[src/design/ccc_pkg.sv]
// ----------------------------------------------------------------------------
// ccc_pkg
// Types, codes and helper functions of the real-time clock and calendar.
// ----------------------------------------------------------------------------
`default_nettype none

package ccc_pkg;

   localparam int CSR_ADDR_WIDTH = 3;
   localparam int CSR_DATA_WIDTH = 32;

   // Register indexes (word address).
   localparam logic REG_TICKS_PER_SECOND = 1'b0;

   localparam logic [15:0] TICKS_PER_SECOND_RESET = 16'd1000;

   // Commands.
   localparam logic [1:0] CMD_TICK = 2'd0;
   localparam logic [1:0] CMD_INC  = 2'd1;
   localparam logic [1:0] CMD_DEC  = 2'd2;

   // Adjustable units.
   localparam logic [2:0] UNIT_SEC   = 3'd0;
   localparam logic [2:0] UNIT_MIN   = 3'd1;
   localparam logic [2:0] UNIT_HOUR  = 3'd2;
   localparam logic [2:0] UNIT_DAY   = 3'd3;
   localparam logic [2:0] UNIT_MONTH = 3'd4;
   localparam logic [2:0] UNIT_YEAR  = 3'd5;

   // Time after reset: 23:59:50 on the 28th of February, year 21.
   localparam logic [5:0] SECOND_RESET = 6'd50;
   localparam logic [5:0] MINUTE_RESET = 6'd59;
   localparam logic [4:0] HOUR_RESET   = 5'd23;
   localparam logic [4:0] DAY_RESET    = 5'd28;
   localparam logic [3:0] MONTH_RESET  = 4'd2;
   localparam logic [6:0] YEAR_RESET   = 7'd21;

   typedef struct packed {
      logic [1:0] cmd;
      logic [2:0] adjust_unit;
   } ccc_req_type;

   typedef struct packed {
      logic [7:0] second_bcd;
      logic [7:0] minute_bcd;
      logic [7:0] hour_bcd;
      logic [7:0] day_bcd;
      logic [7:0] month_bcd;
      logic [7:0] year_bcd;
   } ccc_rsp_type;

   // Days in the month. Within 2000..2099 a year is a leap year exactly
   // when it is divisible by four, since 2000 itself is divisible by 400.
   function automatic logic [4:0] month_len(input logic [3:0] month,
                                            input logic [6:0] year);
      logic [4:0] len;
      unique case (month)
         4'd4, 4'd6, 4'd9, 4'd11: len = 5'd30;
         4'd2:                    len = (year[1:0] == 2'b00) ? 5'd29 : 5'd28;
         default:                 len = 5'd31;
      endcase
      return len;
   endfunction

   // Packed BCD of a value 0..99; the tens come from a reciprocal multiply.
   function automatic logic [7:0] to_bcd(input logic [6:0] v);
      logic [13:0] prod;
      logic [3:0]  tens;
      logic [6:0]  rem;
      prod = 14'(v) * 14'd103;
      tens = prod[13:10];
      rem  = v - 7'(7'({3'b000, tens}) * 7'd10);
      return {tens, rem[3:0]};
   endfunction

endpackage

`default_nettype wire

[src/design/clock_calendar_counter_top.sv]
// ----------------------------------------------------------------------------
// clock_calendar_counter_top
// Real-time clock and calendar for 2000..2099 with BCD outputs.
// ----------------------------------------------------------------------------
// Every accepted item (a base tick or an adjust command) produces exactly one
// result item carrying the updated time and date as packed BCD. An item is
// taken each cycle while req_ready is high, and its result leaves the output
// register; a second result register behind it lets one more item in while
// the first result is stalled, after which req_ready stays low until the
// stalled result is taken. The prescaler, the rolling carry chain and the BCD
// conversion are all done in the single pass between the time registers and
// the result register. After reset the clock reads 23:59:50 on 28 February,
// year 21, and ticks_per_second (word address 0) is 1000.
`default_nettype none

module clock_calendar_counter_top (
   input  wire                                   clock,
   input  wire                                   reset,
   input  wire                                   req_valid,
   output logic                                  req_ready,
   input  wire  ccc_pkg::ccc_req_type            req_data,
   output logic                                  rsp_valid,
   input  wire                                   rsp_ready,
   output ccc_pkg::ccc_rsp_type                  rsp_data,
   input  wire                                   csr_psel,
   input  wire                                   csr_penable,
   input  wire                                   csr_pwrite,
   input  wire  [ccc_pkg::CSR_ADDR_WIDTH-1:0]    csr_paddr,
   input  wire  [ccc_pkg::CSR_DATA_WIDTH-1:0]    csr_pwdata,
   output logic [ccc_pkg::CSR_DATA_WIDTH-1:0]    csr_prdata,
   output logic                                  csr_pready
);

   import ccc_pkg::*;

   logic [15:0] tps_ff;
   logic [15:0] tick_ff,   tick_in;
   logic [5:0]  second_ff, second_in;
   logic [5:0]  minute_ff, minute_in;
   logic [4:0]  hour_ff,   hour_in;
   logic [4:0]  day_ff,    day_in;
   logic [3:0]  month_ff,  month_in;
   logic [6:0]  year_ff,   year_in;

   logic        out_valid_ff;
   ccc_rsp_type out_data_ff;
   logic        skid_valid_ff;
   ccc_rsp_type skid_data_ff;

   logic        accept;
   logic        rsp_fire;
   logic        csr_write;
   logic        tick_roll;
   logic [16:0] tick_next;
   logic [5:0]  day_next;
   logic [4:0]  cur_len;
   ccc_rsp_type result;

   assign accept    = req_valid && req_ready;
   assign rsp_fire  = out_valid_ff && rsp_ready;
   assign csr_pready = 1'b1;
   assign csr_write = csr_psel && csr_penable && csr_pwrite && csr_pready;

   assign tick_next = {1'b0, tick_ff} + 17'd1;
   assign tick_roll = tick_next >= {1'b0, tps_ff};
   assign day_next  = {1'b0, day_ff} + 6'd1;
   assign cur_len   = month_len(month_ff, year_ff);

   // Next time and date for the item at the input.
   always_comb begin
      tick_in   = tick_ff;
      second_in = second_ff;
      minute_in = minute_ff;
      hour_in   = hour_ff;
      day_in    = day_ff;
      month_in  = month_ff;
      year_in   = year_ff;
      unique case (req_data.cmd)
         CMD_TICK: begin
            if (!tick_roll) begin
               tick_in = tick_next[15:0];
            end else begin
               tick_in = '0;
               if (second_ff < 6'd59) begin
                  second_in = second_ff + 6'd1;
               end else begin
                  second_in = '0;
                  if (minute_ff < 6'd59) begin
                     minute_in = minute_ff + 6'd1;
                  end else begin
                     minute_in = '0;
                     if (hour_ff < 5'd23) begin
                        hour_in = hour_ff + 5'd1;
                     end else begin
                        hour_in = '0;
                        if (day_next > {1'b0, cur_len}) begin
                           day_in = 5'd1;
                           if (month_ff >= 4'd12) begin
                              month_in = 4'd1;
                              year_in  = (year_ff >= 7'd99) ? 7'd0 : year_ff + 7'd1;
                           end else begin
                              month_in = month_ff + 4'd1;
                           end
                        end else begin
                           day_in = day_next[4:0];
                        end
                     end
                  end
               end
            end
         end
         CMD_INC: begin
            unique case (req_data.adjust_unit)
               UNIT_SEC:   second_in = (second_ff >= 6'd59) ? 6'd0 : second_ff + 6'd1;
               UNIT_MIN:   minute_in = (minute_ff >= 6'd59) ? 6'd0 : minute_ff + 6'd1;
               UNIT_HOUR:  hour_in   = (hour_ff >= 5'd23) ? 5'd0 : hour_ff + 5'd1;
               UNIT_DAY:   day_in    = (day_next > {1'b0, cur_len}) ? 5'd1 : day_next[4:0];
               UNIT_MONTH: month_in  = (month_ff >= 4'd12) ? 4'd1 : month_ff + 4'd1;
               UNIT_YEAR:  year_in   = (year_ff >= 7'd99) ? 7'd0 : year_ff + 7'd1;
               default: ;
            endcase
         end
         CMD_DEC: begin
            unique case (req_data.adjust_unit)
               UNIT_SEC:   second_in = (second_ff == 6'd0) ? 6'd59 : second_ff - 6'd1;
               UNIT_MIN:   minute_in = (minute_ff == 6'd0) ? 6'd59 : minute_ff - 6'd1;
               UNIT_HOUR:  hour_in   = (hour_ff == 5'd0) ? 5'd23 : hour_ff - 5'd1;
               UNIT_DAY:   day_in    = (day_ff <= 5'd1) ? cur_len : day_ff - 5'd1;
               UNIT_MONTH: month_in  = (month_ff <= 4'd1) ? 4'd12 : month_ff - 4'd1;
               UNIT_YEAR:  year_in   = (year_ff == 7'd0) ? 7'd99 : year_ff - 7'd1;
               default: ;
            endcase
         end
         default: ;
      endcase
   end

   always_comb begin
      result.second_bcd = to_bcd({1'b0, second_in});
      result.minute_bcd = to_bcd({1'b0, minute_in});
      result.hour_bcd   = to_bcd({2'b00, hour_in});
      result.day_bcd    = to_bcd({2'b00, day_in});
      result.month_bcd  = to_bcd({3'b000, month_in});
      result.year_bcd   = to_bcd(year_in);
   end

   always_ff @(posedge clock) begin
      if (reset) begin
         tick_ff   <= '0;
         second_ff <= SECOND_RESET;
         minute_ff <= MINUTE_RESET;
         hour_ff   <= HOUR_RESET;
         day_ff    <= DAY_RESET;
         month_ff  <= MONTH_RESET;
         year_ff   <= YEAR_RESET;
      end else if (accept) begin
         tick_ff   <= tick_in;
         second_ff <= second_in;
         minute_ff <= minute_in;
         hour_ff   <= hour_in;
         day_ff    <= day_in;
         month_ff  <= month_in;
         year_ff   <= year_in;
      end
   end

   always_ff @(posedge clock) begin
      if (reset) begin
         tps_ff <= TICKS_PER_SECOND_RESET;
      end else if (csr_write && csr_paddr[2] == REG_TICKS_PER_SECOND) begin
         tps_ff <= csr_pwdata[15:0];
      end
   end

   always_comb begin
      if (csr_paddr[2] == REG_TICKS_PER_SECOND) begin
         csr_prdata = {{(CSR_DATA_WIDTH-16){1'b0}}, tps_ff};
      end else begin
         csr_prdata = '0;
      end
   end

   // Output register with one skid entry behind it; the skid entry always
   // holds the younger item.
   always_ff @(posedge clock) begin
      if (reset) begin
         out_valid_ff  <= 1'b0;
         skid_valid_ff <= 1'b0;
      end else if (skid_valid_ff) begin
         if (rsp_fire) begin
            out_valid_ff  <= 1'b1;
            skid_valid_ff <= 1'b0;
         end
      end else if (accept) begin
         if (!out_valid_ff || rsp_ready) begin
            out_valid_ff <= 1'b1;
         end else begin
            skid_valid_ff <= 1'b1;
         end
      end else if (rsp_fire) begin
         out_valid_ff <= 1'b0;
      end
   end

   always_ff @(posedge clock) begin
      if (skid_valid_ff) begin
         if (rsp_fire) begin
            out_data_ff <= skid_data_ff;
         end
      end else if (accept) begin
         if (!out_valid_ff || rsp_ready) begin
            out_data_ff <= result;
         end else begin
            skid_data_ff <= result;
         end
      end
   end

   assign req_ready = !skid_valid_ff;
   assign rsp_valid = out_valid_ff;
   assign rsp_data  = out_data_ff;

endmodule

`default_nettype wire

[config.mk]
export PLATFORM = sky130hd
export DESIGN_NAME = clock_calendar_counter_top
export DESIGN_NICKNAME = d
export VERILOG_FILES = /design/src/design/ccc_pkg.sv /design/src/design/clock_calendar_counter_top.sv
export SDC_FILE = /design/constraint.sdc
export NUM_CORES = 1
export LEC_CHECK = 0
export ABC_AREA = 1
export ABC_CLOCK_PERIOD_IN_PS = 13590
export BUFFER_PORTS_ARGS = -buffer_cell sky130_fd_sc_hd__buf_2
export CAP_MARGIN = 20
export CORE_MARGIN = 2
export CORE_UTILIZATION = 41
export CTS_CLUSTER_SIZE = 10
export DETAILED_ROUTE_END_ITERATION = 7
export GPL_TIMING_DRIVEN = 0
export PLACE_DENSITY = 0.68
export SLEW_MARGIN = 5
export SYNTH_ARGS = -nofsm -noshare
export SYNTH_HDL_FRONTEND = slang
export SYNTH_SLANG_ARGS = --single-unit
export TNS_END_PERCENT = 50
[constraint.sdc]
create_clock -name clock -period 13.59 [get_ports clock]
set_input_delay 1.359 -clock clock [delete_from_list [all_inputs] [get_ports clock]]
set_output_delay 1.359 -clock clock [all_outputs]
set_load 0.01 [all_outputs]
==> results.py <==
metrics = {
    "status": {
        "status": "finished clean",
    },
    "layout": {
        "seq_area_um2": 3680,
        "finish.instance_area_um2": 14800,
        "fillers": 3131,
        "final_common_cell": "nand2_1",
        "final-instance-count-excl-fill": 2220,
        "multi_input_area_um2": 8170,
        "area_delta_synth_final_pct": 12.7,
        "nNetsFinal": 2069,
        "layout-drive-gt1-share": 0.130,
        "final_cell_mix": "nand2_1, inv_1, ha_1, o21ai_0, a21oi_1",
    },
    "drt": {
        "wl_um": 35800,
        "via_per_inst": 5.33,
        "route.detailed.drc": 0,
        "vias": 11831,
        "first_pass_iters": 6,
        "avgRoutedWirePerCell_um": 16.1,
        "drt-initial-drc-count": 1128,
        "drtAntennaViolNets": 0,
    },
    "clock_network": {
        "cts_root_buf": "clkbuf_16",
        "htreeDepth": 4,
        "ctsHoldBuffers": 0,
        "cts_buffer_depth": 2,
        "post_cts_buffers": 0,
        "cts_num_sinks": 145,
        "cts_buffers": 17,
        "cts-resized-gates": 0,
        "clkTransAtPathRegs_ps": 70,
        "cts_tree": "done",
        "clk_latency_ps": 450,
    },
    "job": {
        "max_cap_viol_count": 0,
    },
    "timing": {
        "tightest_slew_ps": 962,
        "period_share": 0.597,
        "setup_ws_ps": 5480,
        "fmax_mhz": 123,
        "rsz0062_at_grt": "no",
        "hold_viol": 0,
        "setup_viol": 0,
        "clock_skew_ps": 15.5,
        "whs_ps": 493,
        "period_minus_slack_ps": 8110,
        "maxSlewHeadroom": 0.358,
        "report.final.slew_viol_count": 0,
        "setup_tns_ps": 0,
    },
    "worst_hold_path": {
        "whs_path_depth": 2,
        "hp-start": "tick_ff[1]",
        "hold_end": "tick_ff[1]",
        "hold_class": "reg2reg",
    },
    "setup_path": {
        "path_class": "reg2reg",
        "worstPathArrival_ps": 8310,
        "r2r_cells": 41,
        "critPathRequiredTime_ps": 13790,
        "crit_path_end_kind": "flop",
        "r2r-start": "tick_ff[0]",
        "crit_family": "adder cells",
        "cp_slowest_stage_delay_ps": 520,
        "slowest_stage": "fa_1",
        "reg2reg_slack_ps": 5480,
        "reg2reg_to": "skid_data_ff[3]",
        "crit_path_max_fanout": 10,
        "critPathLaunchType": "flop",
        "worst-path-buf-inv": 8,
    },
    "placed_design": {
        "hpwl_um": 27000,
        "place_area_um2": 14200,
        "place_ws_ps": 5590,
        "routabilityCongestion": 0.960,
        "dp_cells": 2186,
        "portBuffers": 83,
    },
    "synthesis": {
        "synth_top_family_by_area": "adder cells",
        "synth.top_cell.area_share": 0.178,
        "synthAdderAreaFrac": 0.230,
        "ys_ff_latch": 145,
        "ys_seq_area_frac": 0.280,
        "synthTopCellsByArea": "edfxtp_1, ha_1, dfxtp_1, nand2_1, inv_1",
        "synth_xor_area_frac": 0.0313,
        "synthDistinctLibCells": 61,
        "synthMuxAreaShare": 0,
        "synth-compound-area-share": 0.161,
        "synth_top_area_cell": "edfxtp_1",
        "yosys.area_share.simple": 0.191,
        "synth_area_um2": 13100,
        "syn_avg_cell_area_um2": 7.84,
        "ys_warn_count": 0,
        "synthCells": 1675,
    },
    "global_route": {
        "grt_pass1_wl_um": 57300,
        "grt_usage": 0.216,
        "grt_max_degree": 28,
        "grt_pass1_vias": 10997,
        "antenna_found_initial": 4,
        "grt-ovfl-total": 0,
    },
    "floorplan": {
        "dieArea_um2": 33500,
        "num_rows": 65,
        "core_um2": 31600,
        "die_h_um": 183,
        "io_pins": 130,
        "chipWidth_um": 183,
        "start_util": 0.416,
    },
    "power_and_ir_drop": {
        "power_frac_clock": 0.243,
        "p_seq_frac": 0.294,
        "combPwrFrac": 0.463,
        "switching_share": 0.397,
        "p_int_uw": 1240,
        "pwr_density_cell_nw_per_um2": 139,
        "ir_drop_mv": 0.0812,
        "leakage_uw": 0.00719,
        "switchingPower_uw": 818,
    },
}
==> registers in the layout, summed over array words and instances, names as in the netlist <==
signal,cells
second_ff,6
tick_ff,16
skid_data_ff,39
tps_ff,16
rsp_valid,1
hour_ff,5
skid_valid_ff,1
minute_ff,6
month_ff,4
day_ff,5
rsp_data,39
year_ff,7
==> synth_stat cells (all sizes together) <==
| cell type | number |
|---|---|
| o221ai | 3 |
| a21oi | 126 |
| conb | 2 |
| ha | 181 |
| o21ai | 156 |
| xor2 | 34 |
| nand4 | 13 |
| and2 | 2 |
| a31oi | 10 |
| clkbuf | 47 |
| nor3 | 19 |
| nor4 | 6 |
| o31ai | 2 |
| nand3 | 63 |
| edfxtp | 78 |
| o311ai | 1 |
| o22ai | 3 |
| xnor2 | 13 |
| a211oi | 3 |
| buf | 38 |
| or2 | 12 |
| dfxtp | 67 |
| o21bai | 3 |
| nor2 | 106 |
| nand2 | 331 |
| o2111ai | 3 |
| a41oi | 1 |
| and3 | 3 |
| a21o | 4 |
| clkinv | 6 |
| a31o | 1 |
| a22oi | 10 |
| inv | 245 |
| o21a | 2 |
| a221oi | 5 |
| o211ai | 35 |
| nand3b | 3 |
| fa | 38 |
==> how the worst max path moves through the flow <==
stage	startpoint	to	cells after the start
floorplan	tick_ff[0]	skid_data_ff[3]	41
global placement	tick_ff[0]	rsp_data[3]	42
detailed placement	tick_ff[0]	rsp_data[3]	42
CTS	tick_ff[0]	rsp_data[3]	42
global route	tick_ff[0]	rsp_data[3]	42
finish	tick_ff[0]	skid_data_ff[3]	41
==> metrics by stage <==
| stage | utilization | power (uW) |
|---|---|---|
| 2_1_floorplan | - | 1310 |
| 3_3_place_gp | 0.448 | 1530 |
| 3_5_place_dp | 0.450 | 1570 |
| 4_1_cts | 0.469 | 2070 |
| 5_1_grt | 0.469 | 2240 |
| 6_report | 0.469 | 2060 |
==> worst min-delay path, delay by kind of cell, from the launching register on <==
family	cells	cell delay, ps
flops	1	330
simple gates	1	70
compound gates	1	50
==> area by class of cell <==
cell class	count	share of cell area
diodes	2	0.000338
plain buffers	85	0.0297
clock buffers	17	0.0287
clock inverters	15	0.0123
inverters	251	0.0640
multi-input cells	1218	0.551
flip-flops and latches	145	0.249
well taps	402	0.0340
repair buffers	85	0.0308
==> metal layers <==
metal  GRT usage  wire (um)  vias up
met5           0         25        -
met4      0.0861       1230        4
met3      0.0385       2320       79
met2       0.345      16100      406
met1       0.291      16100     5522
li1            -          -     5820
==> cell families (layout without fill, tap and decap cells) <==
kind of cell               Yosys count  in the layout
buffers and inverters              336            453
and+or+nand+nor                    558            558
DFF                                145            145
xor gates and xnor gates            47             47
adders and majority gates          219            219
other                                2             28
AOI/OAI and AO/OA                  368            368
==> power groups by stage <==
stage,clock network [uW],logic (uW),registers (uW)
after floorplan,0,676,633
after global placement,0,917,614
after detailed placement,0,952,615
after CTS,507,961,605
after global routing,525,1110,610
final,500,954,605
No activity file was read; power rests on OpenSTA's default activity.
